**src/rtl/assert_macros.svh**
```systemverilog
// Assertion macros shared by the validator RTL.
// No dependencies.
`ifndef ASSERT_MACROS_SVH
`define ASSERT_MACROS_SVH
`define CHK_IMPL(lbl, a, c) lbl: assert property (@(posedge clk) disable iff (!arst_n) \
	(a) |-> (c)) else $error("check failed");
`define CHK_NEXT(lbl, a, c) lbl: assert property (@(posedge clk) disable iff (!arst_n) \
	(a) |=> (c)) else $error("check failed");
`endif

```
**src/rtl/sjv_pkg.sv**
```systemverilog
// Package for the strict JSON syntax validator: modes, codes, limits.
// No dependencies.
package sjv_pkg;
	localparam int STACK_DEPTH_DEF  = 32;
	localparam int STRING_LIMIT_DEF = 4096;

	typedef enum logic [4:0] {
		M_PRE = 5'd0, M_OBJ_OPEN = 5'd1, M_KEY_REQ = 5'd2, M_KEY = 5'd3,
		M_KEY_ESC = 5'd4, M_KEY_HEX = 5'd5, M_STR = 5'd6, M_STR_ESC = 5'd7,
		M_STR_HEX = 5'd8, M_COLON = 5'd9, M_VALUE = 5'd10, M_ARR_OPEN = 5'd11,
		M_LIT_T = 5'd12, M_LIT_F = 5'd13, M_LIT_N = 5'd14, M_NUM_SIGN = 5'd15,
		M_NUM_ZERO = 5'd16, M_NUM_INT = 5'd17, M_NUM_DOT = 5'd18,
		M_NUM_FRAC = 5'd19, M_NUM_E = 5'd20, M_NUM_ESIGN = 5'd21,
		M_NUM_EXP = 5'd22, M_AFTER = 5'd23, M_DONE = 5'd24
	} mode_t;

	typedef enum logic [3:0] {
		E_NONE = 4'd0, E_UNEXP = 4'd1, E_DEPTH = 4'd2, E_ELEMS = 4'd3,
		E_STRLONG = 4'd4, E_NUMLONG = 4'd5, E_CTRL = 4'd6, E_ESC = 4'd7,
		E_EARLY = 4'd8, E_TRAIL = 4'd9
	} err_t;

	typedef enum logic [1:0] {V_BUSY = 2'd0, V_OK = 2'd1, V_BAD = 2'd2} verdict_t;

	typedef enum logic [2:0] {
		R_MAX_DEPTH = 3'd0, R_MAX_ELEMS = 3'd1, R_VAL_MAX = 3'd2,
		R_KEY_MAX = 3'd3, R_NUM_MAX = 3'd4
	} reg_idx_t;

	// byte classes produced by the front part
	typedef struct packed {
		logic [7:0] c;
		logic       last;
		logic       ws;
		logic       digit;
		logic       hex_ok;
		logic [3:0] hex;
		logic       esc_simple;
		logic       ctrl;
	} cls_t;

	typedef struct packed {
		logic [1:0] verdict;
		logic [3:0] err;
		logic [5:0] depth;
		logic       done;
	} res_t;

	function automatic logic [7:0] lit_char(input logic [1:0] w, input logic [2:0] p);
		logic [7:0] r;
		r = 8'h00;
		case (w)
			2'd0: case (p) 3'd1: r = "r"; 3'd2: r = "u"; 3'd3: r = "e"; default: r = 8'h00; endcase
			2'd1: case (p) 3'd1: r = "a"; 3'd2: r = "l"; 3'd3: r = "s"; 3'd4: r = "e";
				default: r = 8'h00; endcase
			2'd2: case (p) 3'd1: r = "u"; 3'd2: r = "l"; 3'd3: r = "l"; default: r = 8'h00; endcase
			default: r = 8'h00;
		endcase
		return r;
	endfunction

	function automatic logic [2:0] lit_len(input logic [1:0] w);
		return (w == 2'd1) ? 3'd5 : 3'd4;
	endfunction
endpackage

```
**src/rtl/sjv_front.sv**
```systemverilog
// Front part: accepts bytes and classifies them into a class record.
// Depends on sjv_pkg.
module sjv_front (
	input  logic          clk,
	input  logic          arst_n,
	input  logic          valid,
	output logic          ready,
	input  logic [7:0]    data_byte,
	input  logic          last,
	output logic          cls_valid,
	input  logic          cls_ready,
	output sjv_pkg::cls_t cls
);
	import sjv_pkg::*;
	cls_t c_d;
	logic [7:0] b;

	assign b = data_byte;
	always_comb begin
		c_d = '0;
		c_d.c = b;
		c_d.last = last;
		c_d.ws = (b == 8'h20) || (b == 8'h09) || (b == 8'h0A) || (b == 8'h0D);
		c_d.digit = (b >= "0") && (b <= "9");
		c_d.ctrl = (b < 8'h20);
		c_d.esc_simple = (b == "\"") || (b == "\\") || (b == "/") || (b == "b") ||
			(b == "f") || (b == "n") || (b == "r") || (b == "t");
		if (c_d.digit) begin
			c_d.hex_ok = 1'b1; c_d.hex = 4'(b - "0");
		end else if (b >= "a" && b <= "f") begin
			c_d.hex_ok = 1'b1; c_d.hex = 4'(b - "a" + 8'd10);
		end else if (b >= "A" && b <= "F") begin
			c_d.hex_ok = 1'b1; c_d.hex = 4'(b - "A" + 8'd10);
		end
	end

	assign ready = !cls_valid || cls_ready;
	always_ff @(posedge clk or negedge arst_n) begin
		if (!arst_n) begin
			cls_valid <= 1'b0;
		end else if (ready) begin
			cls_valid <= valid;
		end
	end
	always_ff @(posedge clk) begin
		if (ready && valid) begin
			cls <= c_d;
		end
	end
endmodule

```
**src/rtl/sjv_fifo.sv**
```systemverilog
// Two-entry queue between front and back parts.
// Depends on sjv_pkg.
module sjv_fifo (
	input  logic          clk,
	input  logic          arst_n,
	input  logic          in_valid,
	output logic          in_ready,
	input  sjv_pkg::cls_t in_data,
	output logic          out_valid,
	input  logic          out_ready,
	output sjv_pkg::cls_t out_data
);
	import sjv_pkg::*;
	cls_t mem_q [2];
	logic       wp_q, rp_q;
	logic [1:0] cnt_q;
	logic       push, pop;

	assign in_ready  = cnt_q != 2'd2;
	assign out_valid = cnt_q != 2'd0;
	assign push = in_valid && in_ready;
	assign pop  = out_valid && out_ready;
	assign out_data = mem_q[rp_q];

	always_ff @(posedge clk or negedge arst_n) begin
		if (!arst_n) begin
			wp_q <= 1'b0; rp_q <= 1'b0; cnt_q <= 2'd0;
		end else begin
			if (push) wp_q <= !wp_q;
			if (pop) rp_q <= !rp_q;
			cnt_q <= cnt_q + 2'(push) - 2'(pop);
		end
	end
	always_ff @(posedge clk) begin
		if (push) mem_q[wp_q] <= in_data;
	end
endmodule

```
**src/rtl/sjv_back.sv**
```systemverilog
// Back part: parser state machine, container stack and result register.
// Depends on sjv_pkg.
module sjv_back #(
	parameter int STACK_DEPTH  = sjv_pkg::STACK_DEPTH_DEF,
	parameter int STRING_LIMIT = sjv_pkg::STRING_LIMIT_DEF
) (
	input  logic          clk,
	input  logic          arst_n,
	input  logic          in_valid,
	output logic          in_ready,
	input  sjv_pkg::cls_t cls,
	input  logic          cfg_valid,
	input  logic [2:0]    cfg_index,
	input  logic [12:0]   cfg_data,
	output logic          out_valid,
	input  logic          out_ready,
	output sjv_pkg::res_t res
);
	import sjv_pkg::*;
	localparam int SW = (STACK_DEPTH > 1) ? $clog2(STACK_DEPTH) : 1;
	// registers are 13 bits, so a larger limit is clamped to 8191
	localparam logic [13:0] SLIM = 14'((STRING_LIMIT > 8191) ? 8191 : STRING_LIMIT);

	logic [5:0]  max_depth_q;
	logic [12:0] max_elems_q, val_max_q, key_max_q;
	logic [8:0]  num_max_q;

	logic        kind_mem [STACK_DEPTH];
	logic [12:0] cnt_mem  [STACK_DEPTH];

	mode_t       mode_q, mode_d;
	logic [6:0]  lvl_q, lvl_d;
	logic [13:0] slen_q, slen_d;
	logic [2:0]  hexl_q, hexl_d;
	logic [15:0] cu_q, cu_d;
	logic [9:0]  nlen_q, nlen_d;
	logic [2:0]  lpos_q, lpos_d;
	err_t        err_q, err_d;

	logic        wr_en;
	logic [SW-1:0] wr_idx;
	logic        wr_kind;
	logic [12:0] wr_cnt;

	logic        top_ok, kind_top;
	logic [SW-1:0] top_idx;
	logic [12:0] cnt_top;
	logic        fire;
	logic [7:0]  c;

	assign fire = in_valid && in_ready;
	assign in_ready = !out_valid || out_ready;
	assign c = cls.c;
	assign top_ok = (lvl_q != 7'd0) && (lvl_q <= 7'(STACK_DEPTH));
	assign top_idx = SW'(lvl_q - 7'd1);
	assign kind_top = top_ok ? kind_mem[top_idx] : 1'b0;
	assign cnt_top = cnt_mem[top_idx];

	always_ff @(posedge clk or negedge arst_n) begin
		if (!arst_n) begin
			max_depth_q <= 6'd32; max_elems_q <= 13'd4096; val_max_q <= 13'd4096;
			key_max_q <= 13'd63; num_max_q <= 9'd511;
		end else if (cfg_valid) begin
			case (reg_idx_t'(cfg_index))
				R_MAX_DEPTH: max_depth_q <= cfg_data[5:0];
				R_MAX_ELEMS: max_elems_q <= cfg_data;
				R_VAL_MAX:   val_max_q <= cfg_data;
				R_KEY_MAX:   key_max_q <= cfg_data;
				R_NUM_MAX:   num_max_q <= cfg_data[8:0];
				default: ;
			endcase
		end
	end

	always_comb begin
		logic [13:0] lim;
		logic [1:0]  n;
		logic        is_key;
		logic [15:0] cu_n;
		logic [1:0]  w;
		logic [13:0] ecount;
		logic        do_vd;   // value done
		logic        after_c; // number end: then after-byte handling
		logic        do_after;
		logic        do_stradd;
		logic        do_close;
		logic        do_open;
		logic        open_kind;
		logic [3:0]  num_next;
		logic        do_num;
		mode_t       nmode;
		mode_d = mode_q; lvl_d = lvl_q; slen_d = slen_q; hexl_d = hexl_q; cu_d = cu_q;
		nlen_d = nlen_q; lpos_d = lpos_q; err_d = err_q;
		wr_en = 1'b0; wr_idx = SW'(lvl_q); wr_kind = 1'b0; wr_cnt = 13'd0;
		is_key = (mode_q == M_KEY) || (mode_q == M_KEY_ESC) || (mode_q == M_KEY_HEX);
		n = 2'd1; cu_n = {cu_q[11:0], cls.hex}; w = 2'(mode_q - M_LIT_T);
		do_vd = 1'b0; after_c = 1'b0; do_after = 1'b0; do_stradd = 1'b0; do_close = 1'b0;
		do_open = 1'b0; open_kind = 1'b0; do_num = 1'b0; nmode = M_NUM_INT; num_next = 4'd0;
		ecount = {1'b0, cnt_top} + 14'd1;
		lim = {1'b0, is_key ? key_max_q : val_max_q};
		if (lim > SLIM) lim = SLIM;
		if (err_q == E_NONE) begin
			case (mode_q)
				M_PRE: if (c == "{") mode_d = M_OBJ_OPEN; else if (!cls.ws) err_d = E_UNEXP;
				M_OBJ_OPEN, M_KEY_REQ: begin
					if (!cls.ws) begin
						if (mode_q == M_OBJ_OPEN && c == "}") do_close = 1'b1;
						else if (c == "\"") begin slen_d = 14'd0; mode_d = M_KEY; end
						else err_d = E_UNEXP;
					end
				end
				M_KEY, M_STR: begin
					if (c == "\"") begin
						if (is_key) mode_d = M_COLON; else do_vd = 1'b1;
					end else if (cls.ctrl) err_d = E_CTRL;
					else if (c == "\\") mode_d = mode_t'(mode_q + 5'd1);
					else do_stradd = 1'b1;
				end
				M_KEY_ESC, M_STR_ESC: begin
					if (cls.esc_simple) do_stradd = 1'b1;
					else if (c == "u") begin
						hexl_d = 3'd4; cu_d = 16'd0; mode_d = mode_t'(mode_q + 5'd1);
					end else err_d = E_ESC;
				end
				M_KEY_HEX, M_STR_HEX: begin
					if (!cls.hex_ok) err_d = E_ESC;
					else begin
						cu_d = cu_n; hexl_d = hexl_q - 3'd1;
						if (hexl_q == 3'd1) begin
							do_stradd = 1'b1;
							n = (cu_n < 16'h80) ? 2'd1 : ((cu_n < 16'h800) ? 2'd2 : 2'd3);
						end
					end
				end
				M_COLON: if (c == ":") mode_d = M_VALUE; else if (!cls.ws) err_d = E_UNEXP;
				M_VALUE, M_ARR_OPEN: begin
					if (!cls.ws) begin
						if (mode_q == M_ARR_OPEN && c == "]") do_close = 1'b1;
						else if (c == "\"") begin slen_d = 14'd0; mode_d = M_STR; end
						else if (c == "{") begin do_open = 1'b1; open_kind = 1'b0; end
						else if (c == "[") begin do_open = 1'b1; open_kind = 1'b1; end
						else if (c == "t") begin lpos_d = 3'd1; mode_d = M_LIT_T; end
						else if (c == "f") begin lpos_d = 3'd1; mode_d = M_LIT_F; end
						else if (c == "n") begin lpos_d = 3'd1; mode_d = M_LIT_N; end
						else if (c == "-") begin do_num = 1'b1; nmode = M_NUM_SIGN; end
						else if (c == "0") begin do_num = 1'b1; nmode = M_NUM_ZERO; end
						else if (cls.digit) begin do_num = 1'b1; nmode = M_NUM_INT; end
						else err_d = E_UNEXP;
						if (do_num) num_next = 4'd1;
					end
				end
				M_LIT_T, M_LIT_F, M_LIT_N: begin
					if (lpos_q < lit_len(w) && c == lit_char(w, lpos_q)) begin
						lpos_d = lpos_q + 3'd1;
						if (lpos_q + 3'd1 == lit_len(w)) do_vd = 1'b1;
					end else err_d = E_UNEXP;
				end
				M_NUM_SIGN: begin
					if (c == "0") begin do_num = 1'b1; nmode = M_NUM_ZERO; end
					else if (cls.digit) begin do_num = 1'b1; nmode = M_NUM_INT; end
					else err_d = E_UNEXP;
				end
				M_NUM_ZERO, M_NUM_INT, M_NUM_FRAC: begin
					if (cls.digit && mode_q != M_NUM_ZERO) begin do_num = 1'b1; nmode = mode_q; end
					else if (c == "." && mode_q != M_NUM_FRAC) begin
						do_num = 1'b1; nmode = M_NUM_DOT;
					end else if (c == "e" || c == "E") begin do_num = 1'b1; nmode = M_NUM_E; end
					else begin do_vd = 1'b1; after_c = 1'b1; end
				end
				M_NUM_DOT: if (cls.digit) begin do_num = 1'b1; nmode = M_NUM_FRAC; end
					else err_d = E_UNEXP;
				M_NUM_E: begin
					if (c == "+" || c == "-") begin do_num = 1'b1; nmode = M_NUM_ESIGN; end
					else if (cls.digit) begin do_num = 1'b1; nmode = M_NUM_EXP; end
					else err_d = E_UNEXP;
				end
				M_NUM_ESIGN: if (cls.digit) begin do_num = 1'b1; nmode = M_NUM_EXP; end
					else err_d = E_UNEXP;
				M_NUM_EXP: if (cls.digit) begin do_num = 1'b1; nmode = M_NUM_EXP; end
					else begin do_vd = 1'b1; after_c = 1'b1; end
				M_AFTER: do_after = 1'b1;
				M_DONE: if (!cls.ws) err_d = E_TRAIL;
				default: err_d = E_UNEXP;
			endcase

			if (do_num) begin
				if (num_next == 4'd1) begin
					if (10'd1 > {1'b0, num_max_q}) err_d = E_NUMLONG;
					else begin nlen_d = 10'd1; mode_d = nmode; end
				end else if (nlen_q + 10'd1 > {1'b0, num_max_q}) err_d = E_NUMLONG;
				else begin nlen_d = nlen_q + 10'd1; mode_d = nmode; end
			end
			if (do_stradd) begin
				if (slen_q + 14'(n) > lim) err_d = E_STRLONG;
				else begin
					slen_d = slen_q + 14'(n);
					mode_d = is_key ? M_KEY : M_STR;
				end
			end
			if (do_open) begin
				if (lvl_q >= {1'b0, max_depth_q} || lvl_q >= 7'(STACK_DEPTH)) err_d = E_DEPTH;
				else begin
					wr_en = 1'b1; wr_idx = SW'(lvl_q); wr_kind = open_kind; wr_cnt = 13'd0;
					lvl_d = lvl_q + 7'd1;
					mode_d = open_kind ? M_ARR_OPEN : M_OBJ_OPEN;
				end
			end
			// number end: value_done then after-byte; a close from the after-byte updates the parent entry
			if (do_vd) begin
				if (top_ok) begin
					if (ecount > {1'b0, max_elems_q}) err_d = E_ELEMS;
					else begin
						wr_en = 1'b1; wr_idx = top_idx; wr_kind = kind_top;
						wr_cnt = ecount[12:0]; mode_d = M_AFTER;
					end
				end else mode_d = M_AFTER;
				if (after_c && err_d == E_NONE) do_after = 1'b1;
			end
			if (do_after && !cls.ws) begin
				if (c == ",") mode_d = kind_top ? M_VALUE : M_KEY_REQ;
				else if ((!kind_top && c == "}") || (kind_top && c == "]")) do_close = 1'b1;
				else err_d = E_UNEXP;
			end
			if (do_close) begin
				if (lvl_q == 7'd0) mode_d = M_DONE;
				else begin
					lvl_d = lvl_q - 7'd1;
					// close: count the parent element
					if (lvl_q >= 7'd2 && lvl_q - 7'd1 <= 7'(STACK_DEPTH)) begin
						if ({1'b0, cnt_mem[SW'(lvl_q - 7'd2)]} + 14'd1 > {1'b0, max_elems_q})
							err_d = E_ELEMS;
						else begin
							wr_en = 1'b1; wr_idx = SW'(lvl_q - 7'd2);
							wr_kind = kind_mem[SW'(lvl_q - 7'd2)];
							wr_cnt = cnt_mem[SW'(lvl_q - 7'd2)] + 13'd1; mode_d = M_AFTER;
						end
					end else mode_d = M_AFTER;
				end
			end
		end
		if (cls.last && err_d == E_NONE && mode_d != M_DONE) err_d = E_EARLY;
	end

	always_ff @(posedge clk) begin
		if (fire && wr_en) begin
			kind_mem[wr_idx] <= wr_kind;
			cnt_mem[wr_idx]  <= wr_cnt;
		end
	end

	always_ff @(posedge clk or negedge arst_n) begin
		if (!arst_n) begin
			mode_q <= M_PRE; lvl_q <= '0; slen_q <= '0; hexl_q <= '0; cu_q <= '0;
			nlen_q <= '0; lpos_q <= '0; err_q <= E_NONE; out_valid <= 1'b0;
		end else begin
			if (in_ready) out_valid <= in_valid;
			if (fire) begin
				if (cls.last) begin
					mode_q <= M_PRE; lvl_q <= '0; slen_q <= '0; hexl_q <= '0; cu_q <= '0;
					nlen_q <= '0; lpos_q <= '0; err_q <= E_NONE;
				end else begin
					mode_q <= mode_d; lvl_q <= lvl_d; slen_q <= slen_d; hexl_q <= hexl_d;
					cu_q <= cu_d; nlen_q <= nlen_d; lpos_q <= lpos_d; err_q <= err_d;
				end
			end
		end
	end

	always_ff @(posedge clk) begin
		if (fire) begin
			res.verdict <= cls.last ? ((err_d != E_NONE) ? V_BAD : V_OK) : V_BUSY;
			res.err     <= err_d;
			res.depth   <= 6'(lvl_d);
			res.done    <= cls.last;
		end
	end
endmodule

```
**src/rtl/strict_json_syntax_validator_top.sv**
```systemverilog
// Channel   | Dir | Handshake            | Payload
// in        | in  | valid / ready        | data_byte, last
// cfg       | in  | cfg_valid/cfg_ready  | cfg_index, cfg_data
// out       | out | out_valid/out_ready  | verdict, error_code, nest_depth, done_res
// One byte per cycle sustained while the output is not stalled; the result is registered in front, queue and back.
// The back state machine resolves each byte against the stack top.
// Reset clears all control state; stack entries are written before they are read.
// Output stall backs up through the queue to the input.
// Top level of the strict JSON syntax validator; depends on sjv_pkg and the sjv_* modules.
module strict_json_syntax_validator_top #(
	parameter int STACK_DEPTH  = sjv_pkg::STACK_DEPTH_DEF,
	parameter int STRING_LIMIT = sjv_pkg::STRING_LIMIT_DEF
) (
	input  logic        clk,
	input  logic        arst_n,
	input  logic        valid,
	output logic        ready,
	input  logic [7:0]  data_byte,
	input  logic        last,
	input  logic        cfg_valid,
	output logic        cfg_ready,
	input  logic [2:0]  cfg_index,
	input  logic [12:0] cfg_data,
	output logic        out_valid,
	input  logic        out_ready,
	output logic [1:0]  verdict,
	output logic [3:0]  error_code,
	output logic [5:0]  nest_depth,
	output logic        done_res
);
	import sjv_pkg::*;
	`include "assert_macros.svh"
	cls_t f_cls, q_cls;
	logic f_valid, f_ready, q_valid, q_ready;
	res_t res;

	assign cfg_ready = 1'b1;

	sjv_front u_front (.clk, .arst_n, .valid, .ready, .data_byte, .last,
		.cls_valid(f_valid), .cls_ready(f_ready), .cls(f_cls));
	sjv_fifo u_fifo (.clk, .arst_n, .in_valid(f_valid), .in_ready(f_ready), .in_data(f_cls),
		.out_valid(q_valid), .out_ready(q_ready), .out_data(q_cls));
	sjv_back #(.STACK_DEPTH(STACK_DEPTH), .STRING_LIMIT(STRING_LIMIT)) u_back (
		.clk, .arst_n, .in_valid(q_valid), .in_ready(q_ready), .cls(q_cls),
		.cfg_valid, .cfg_index, .cfg_data, .out_valid, .out_ready, .res);

	assign verdict    = res.verdict;
	assign error_code = res.err;
	assign nest_depth = res.depth;
	assign done_res   = res.done;

	`CHK_IMPL(a_verdict_done, out_valid, (verdict != V_BUSY) == done_res)
	`CHK_IMPL(a_bad_has_err, out_valid && verdict == V_BAD, error_code != E_NONE)
	`CHK_NEXT(a_out_hold, out_valid && !out_ready, out_valid && $stable(res))
endmodule
```
**config.mk**
```make
export PLATFORM = sky130hd
export DESIGN_NAME = strict_json_syntax_validator_top
export DESIGN_NICKNAME = d
export VERILOG_FILES = /design/src/rtl/sjv_pkg.sv /design/src/rtl/sjv_front.sv /design/src/rtl/sjv_fifo.sv /design/src/rtl/sjv_back.sv /design/src/rtl/strict_json_syntax_validator_top.sv
export VERILOG_INCLUDE_DIRS = /design/src /design/src/rtl
export SDC_FILE = /design/constraint.sdc
export NUM_CORES = 1
export LEC_CHECK = 0
export BUFFER_PORTS_ARGS = -buffer_cell sky130_fd_sc_hd__clkbuf_2
export CORE_MARGIN = 2
export CORE_UTILIZATION = 55
export CTS_CLUSTER_SIZE = 30
export DETAILED_ROUTE_END_ITERATION = 7
export PLACE_DENSITY = 0.74
export REMOVE_ABC_BUFFERS = 1
export SYNTH_ARGS = -nofsm -noshare
export SYNTH_HDL_FRONTEND = slang
export SYNTH_SLANG_ARGS = --single-unit
export TNS_END_PERCENT = 10
```
**constraint.sdc**
```tcl
create_clock -name clk -period 20.3 [get_ports clk]
set_input_delay 3.045 -clock clk [delete_from_list [all_inputs] [get_ports clk]]
set_output_delay 3.045 -clock clk [all_outputs]
set_load 0.01 [all_outputs]
```
# Yosys cells after proc, flatten, opt, wreduce, memory -nomap -nowiden
# Memory sizes are Yosys's and may differ from the RTL's.
# Index checks and enable logic that the tools add are counted.
# op_classes
add_sub_neg	19
multipliers	0
div_mod_pow	0
order_cmp	21
n_eq_ne	84
shifts	0
n_mux	288
bitwise_logic	0
reduce_logical	80
# ops
op	count
$mux W5	61
$mux W4	57
$eq A8 B7 Y1 const B	17
$mux W13	10
$mux W14	9
$mux W1	90
$eq A8 B6 Y1 const B	10
$mux W10	6
$mux W12	5
$pmux W5 S6	2
$mux W3	19
$pmux W4 S13	1
$eq A5 B5 Y1 const B	9
$gt A14 B13 Y1	3
$mux W7	6
$eq A5 B4 Y1 const B	8
$add A13 B1 Y14 const B	2
$pmux W14 S2	1
$pmux W7 S4	1
$eq A8 B4 Y1 const B	3
$pmux W12 S2	1
$pmux W8 S3	1
$ne A3 B2 Y1 const B	7
$pmux W7 S3	1
other kinds (71)	162
# word_totals
regBits	149
latch_bits	0
ram_bits	484
romBits	0
input_bits	30
memories	3
# mem_list
name	depth	width	rd	rd_ports_with_merged_regs	write_ports	line	source
u_back.cnt_mem	32	13	2	0	1	sjv_back.sv:29	logic [12:0] cnt_mem [STACK_DEPTH];
u_fifo.mem_q	2	18	1	0	1	sjv_fifo.sv:14	cls_t mem_q [2];
u_back.kind_mem	32	1	2	0	1	sjv_back.sv:28	logic kind_mem [STACK_DEPTH];

# Longest topological paths before layout
# An unclocked memory read counts as a cell.
# logic_depth
word_depth	49
mapped_depth	34
ltp_nobuf	27

# Hierarchy
# Synthesis repeated with hierarchy kept, for this count alone.
# unflattened
hier_cells	2428
hier_area_um2	34244.1
# modules_own_cells
module	instances	cells_per_inst	area_per_inst_um2	seq_area_each_um2
sjv_back	1	2283	31768.0	16693.5
sjv_fifo	1	78	1527.7	1181.1
sjv_front	1	65	937.1	565.5
strict_json_syntax_validator_top	1	2	11.3	0.0

# Worst setup path after synthesis
# Ideal clock, no wire load.
# synth_timing
path_type	register -> register
startpoint	reg u_back.lvl_q[1]
endpoint	mem u_back.kind_mem[0], data pin
arrival_time_ns	7.353
required_ns	19.833
setup_slack_ns	12.480
stages_incl_launch_ff	28
synth_period_minus_slack_ns	7.820
path_cell_list	dfrtp_1 buf_1 clkbuf_1 clkbuf_1 inv_1 ha_1 buf_2 buf_2 clkbuf_1 mux4_2 mux2i_1 mux2i_1 nand2_1 nand2_1 ha_1 or3b_2 a31oi_1 ha_1 a21oi_1 o221ai_1 a21oi_1 o221ai_1 nand2_1 nand2_1 a2111oi_4 a41o_2 nor3_1 a211oi_1
# synth_between
elab_chain_len	18
elab_cells_between_ends	49
cone_classes	4 x add/sub; 7 x order compare; 24 x mux; 12 x reduce/logical; 2 x memory
# synth_rtl
item	line	source
start: declaration	sjv_back.sv:32	logic [6:0] lvl_q, lvl_d;
start signal: assignment	sjv_back.sv:262	mode_q <= mode_d; lvl_q <= lvl_d; slen_q <= slen_d; hexl_q <= hexl_d;
$sub A7 B1 Y7 / $ge A7 B6 Y1 (equally long branches)	sjv_back.sv:55, sjv_back.sv:201	
$mem_v2 Z32 W13 / $logic_or A1 B1 Y1 (equally long branches)	-	
$add A13 B1 Y14 / $mux W4 (equally long branches)	sjv_back.sv:99, sjv_back.sv:201	
$gt A14 B13 Y1 / $mux W4 (equally long branches)	sjv_back.sv:211, sjv_back.sv:200	
$mux W4	sjv_back.sv:211	if (ecount > {1'b0, max_elems_q}) err_d = E_ELEMS;
$mux W4	sjv_back.sv:210	if (top_ok) begin
$mux W4	sjv_back.sv:209	if (do_vd) begin
$mux W4	sjv_back.sv:102	if (err_q == E_NONE) begin
[... 3 more ...]	-	
$mux W1	sjv_back.sv:209	
$mux W1	sjv_back.sv:102	
$logic_and A1 B1 Y1	sjv_back.sv:219	if (do_after && !cls.ws) begin
$mux W1	sjv_back.sv:219	
$mux W1	sjv_back.sv:102	
$mux W1 (*)	sjv_back.sv:224	if (do_close) begin
$mux W1 (*)	sjv_back.sv:102	
named net u_back.wr_kind	sjv_back.sv:42	logic wr_kind;
end: declaration	sjv_back.sv:28	
# Mark *: on every way through the listed nets, which the timed path passes. The rest lies on a longest branch. The select of a mux whose other input is x is not followed.

# Worst setup path in the final report
# layout_timing
startpoint	reg u_back.lvl_q[0]
endpoint	mem u_back.cnt_mem[4][10], enable pin
# layout_between
elab_chain_len	21
elab_cells_between_ends	60
cone_classes	4 x add/sub; 7 x order compare; 34 x mux; 13 x reduce/logical; 2 x memory
# layout_rtl
item	line	source
$sub A7 B1 Y7 / $ge A7 B6 Y1 (equally long branches)	sjv_back.sv:55, sjv_back.sv:201	
$mem_v2 Z32 W13 / $logic_or A1 B1 Y1 (equally long branches)	-	
$add A13 B1 Y14 / $mux W4 (equally long branches)	sjv_back.sv:99, sjv_back.sv:201	
$gt A14 B13 Y1 / $mux W4 (equally long branches)	sjv_back.sv:211, sjv_back.sv:200	
$mux W4	sjv_back.sv:211	
$mux W4	sjv_back.sv:210	
$mux W4	sjv_back.sv:209	
$mux W4	sjv_back.sv:102	
[... 5 more ...]	-	
$logic_and A1 B1 Y1	sjv_back.sv:219	
$mux W1	sjv_back.sv:219	
$mux W1	sjv_back.sv:102	
$mux W1	sjv_back.sv:224	
$mux W1	sjv_back.sv:102	
$logic_and A1 B1 Y1	sjv_back.sv:245	if (fire && wr_en) begin
$mux W1	sjv_back.sv:245	
$mux W1 (not written as such)	sjv_back.sv:247	cnt_mem[wr_idx] <= wr_cnt;
end: declaration	sjv_back.sv:29	
# Parallel ways exist; a longest one is shown, timed or not. The select of a mux whose other input is x is not followed.

==> flow_summary_export.csv <==
group,metric,value,unit
floorplan,design.die.area,64100,sq um
global_routing,grt_pass1_wl,144000,microns
floorplan,ios,46,
sta,period_needed,10.46,ns
final_layout,drive_above_1_share,24.3,%
clock_tree,path_clk_slew,0.06,ns
setup_path,r2r_cells,27,
worst_hold_path,hp-class,"reg2reg",
floorplan,dieWidth,253,microns
routing,wl_per_cell,28.6,microns
sta,tightest_slew,1.26,ns
final_layout,multiInputGateArea,15000,sq um
clock_tree,clock_sinks,633,
setup_path,endpoint,"u_back.cnt_mem[4][10]",
clock_tree,h-tree-depth,3,
logic_synthesis,syn_inst,2390,
floorplan,coreArea,61600,sq um
setup_path,worstSetupPathType,"reg2reg",
clock_tree,post-cts-setup-buffer-count,0,
sta,fmax,95.6,MHz
setup_path,cp.arrival,10.80,ns
clock_tree,cts-root-buf,"clkbuf_16",
logic_synthesis,synth_cell_type_count,89,
routing,drc,0,
placement,place.gp.congestion,0.957,
job,maxCapViolations,0,
sta,finClkSkew,0.0271,ns
global_routing,antenna_found_initial,0,
sta,setup_viol,0,
logic_synthesis,avgSynthCellArea,14.3,sq um
routing,routed_via_density,6.77,
logic_synthesis,synth_ff_type,"edfxtp_1",
logic_synthesis,synthTopCellsByArea,"edfxtp_1 45%, mux4_2 18%, dfrtp_1 7.3%, ha_1 3.2%, mux2i_1 2.5%",
logic_synthesis,synth-seq-area-share,54.0,%
sta,hold_ws,0.453,ns
clock_tree,cts_buffers,68,
sta,max_slew_margin,16.2,%
floorplan,rows,91,
setup_path,crit_path_max_fanout,74,
sta,post-route-period-util,51.5,%
setup_path,worstSetupStartpoint,"u_back.lvl_q[0]",
logic_synthesis,yosysTopAreaCell,"edfxtp_1",
final_layout,final_cells,3340,
worst_hold_path,min_from,"u_front.cls[2]",
power_and_ir_drop,power_density,114,nW/um^2
logic_synthesis,synth_warnings,0,
sta,finalMaxSlewViolations,0,
placement,place_hpwl,64300,microns
setup_path,r2r_slack,9.84,ns
global_routing,grt_pass1_vias,22703,
final_layout,seq_area,18400,sq um
logic_synthesis,post-synth-top-count-cell,"edfxtp_1",
logic_synthesis,synth_common_cells,"515 x edfxtp_1, 267 x mux4_2, 148 x nand2_1",
logic_synthesis,synth_area,34200,sq um
routing,vias,22615,
sta,rsz0062_at_grt,"false",
clock_tree,cts_buffer_depth,3,
logic_synthesis,synth_edf_count,515,
logic_synthesis,async_reset_ff_share,18.6,%
worst_hold_path,hold_path_depth,0,
placement,dp_cells,3217,
clock_tree,cts.repair.resized,0,
setup_path,r2r-start,"u_back.lvl_q[0]",
routing,postRouteAntennaNets,0,
clock_tree,cts_tree,"done",
global_routing,gr-total-overflow,0,
floorplan,dieHeight,253,microns
setup_path,rr_endpoint,"u_back.cnt_mem[4][10]",
setup_path,required,20.63,ns
final_layout,fin_util,61.4,%
floorplan,initial_core_util,55.5,%
logic_synthesis,synth-seq-cells,633,
setup_path,start_kind,"flip-flop",
final_layout,fill_cells,4494,
final_layout,syn2layout_area_growth,10.7,%
power_and_ir_drop,leakage,0.0124,uW
setup_path,endpoint_kind,"flip-flop",
routing,first_pass_iters,5,
final_layout,antenna_cells_inserted,0,
power_and_ir_drop,irDropWorstVdd,0.000115,V
routing,wirelength,95600,microns
placement,port_buffers,44,
logic_synthesis,synth_top_area_share,45.3,%
sta,hold_violations,0,
routing,drtIter0Drc,2695,
global_routing,grt_max_degree,75,
status,status,"complete, no violations",
global_routing,grt_usage,30.4,%
clock_tree,clock_latency,0.63,ns
sta,finalSetupTns,0,ns
final_layout,finalNetCount,2568,
clock_tree,postCtsHoldBufs,0,
==> cells in the final DEF, fill, tap and decap left out, types with 13 or more instances in the layout <==
master and count:
o31ai_1 15, nand4_1 23, clkbuf_2 43, xor2_1 17, mux2i_1 84, buf_4 78, clkbuf_16 70, and2_1 15
edfxtp_1 515, ha_1 85, nor3_1 38, and3_1 23, o22ai_1 13, a31oi_1 18, dfstp_2 18, nand3b_1 17
a21oi_1 89, a21o_1 22, dfrtp_1 98, mux4_2 267, nand3_1 46, mux2_2 48, nor2_1 127, o21ai_0 95
clkbuf_1 13, nor4_1 25, nand2_1 148, a22o_1 31, inv_1 75, nand2b_1 23, xnor2_1 39, nor2b_1 23
==> state kept, by name (all words and copies together), names as in the netlist <==
name                count
u_back.cu_q            12
u_back.key_max_q       13
u_back.cnt_mem        416
u_back.kind_mem        32
u_back.slen_q          14
u_fifo.mem_q           36
u_fifo.wp_q             1
u_back.hexl_q           3
u_fifo.cnt_q            2
u_back.err_q            4
u_back.max_elems_q     13
u_front.cls            18
u_back.res             13
u_back.nlen_q          10
u_back.num_max_q        9
u_back.out_valid        1
u_back.max_depth_q      6
u_front.cls_valid       1
u_back.val_max_q       13
u_back.mode_q           5
u_fifo.rp_q             1
u_back.lvl_q            7
u_back.lpos_q           3
==> power breakdown <==
part	leakage, uW	total [uW]	switching [uW]	internal [uW]
logic	0.00566	1490	956	530
registers	0.00562	1580	63.7	1520
clock network	0.00109	1250	527	725
total	0.0124	4320	1550	2770
==> critical path, stage by stage (launching register included) <==
cell,delay [ns]
dfrtp_4,1.01
inv_1,0.40
ha_4,0.82
buf_4,0.97
mux4_2,0.39
mux2i_1,0.08
mux2i_1,0.29
nand2_1,0.09
nand2_1,0.17
ha_1,0.24
a21boi_0,0.43
nand2_1,0.17
nor2_1,0.16
xnor2_1,0.20
ha_1,0.30
o21ai_0,0.20
nand2b_1,0.08
a21oi_1,0.15
nor2_1,0.06
nand2_1,0.07
nand2_1,0.21
a2111oi_4,0.45
a31oi_1,0.16
nor2_1,0.89
o211ai_1,0.36
nand3b_1,0.46
nor2b_1,0.88
buf_4,0.33
==> final cells by class <==
cell class	count	share of cell area, %
multi-input cells	1549	39.6
repair buffers	123	2.20
clock buffers	85	4.83
well taps	837	2.77
flip-flops and latches	633	48.8
inverters	75	0.744
clock inverters	38	1.11
==> layer usage <==
| metal | vias to the layer above | GRT usage (%) | wire length, microns |
|---|---|---|---|
| met2 | 1289 | 50.9 | 47300 |
| li1 | 9687 | - | - |
| met5 | - | 0 | 0 |
| met4 | 0 | 12.8 | 4270 |
| met1 | 11413 | 39.0 | 35600 |
| met3 | 226 | 6.09 | 8410 |
==> metrics by stage <==
stage	worst slack [ns]	total power, uW	area (sq um)
CTS	9.71	4320	37800
finish	9.84	4320	37800
detailed placement	9.81	3060	35600
floorplan	1.37	2570	33500
global placement	9.94	3040	35500
global route	9.08	4510	37800
==> logic make-up (layout without fill, tap and decap cells) <==
| kind of cell | after synthesis | in the layout | synth area share [%] |
|---|---|---|---|
| DFF | 633 | 633 | 54.0 |
| other | 1 | 1 | 0.0110 |
| buffers and inverters | 208 | 321 | 2.68 |
| and+or+nand+nor | 600 | 600 | 9.06 |
| adders and majority gates | 88 | 88 | 3.24 |
| muxes | 399 | 399 | 21.6 |
| AOI/OAI and AO/OA | 400 | 400 | 7.83 |
| xor gates and xnor gates | 61 | 61 | 1.59 |
==> worst min path at each step <==
stage	endpoint	slack, ns
after global routing	u_fifo.mem_q[1][2]	0.47
after floorplan	u_fifo.mem_q[0][0]	0.42
final	u_fifo.mem_q[1][2]	0.45
after global placement	u_fifo.mem_q[0][3]	0.43
after CTS	u_fifo.mem_q[0][2]	0.45
after detailed placement	u_fifo.mem_q[0][2]	0.44
Note: power is estimated with default switching activity, not from simulation.
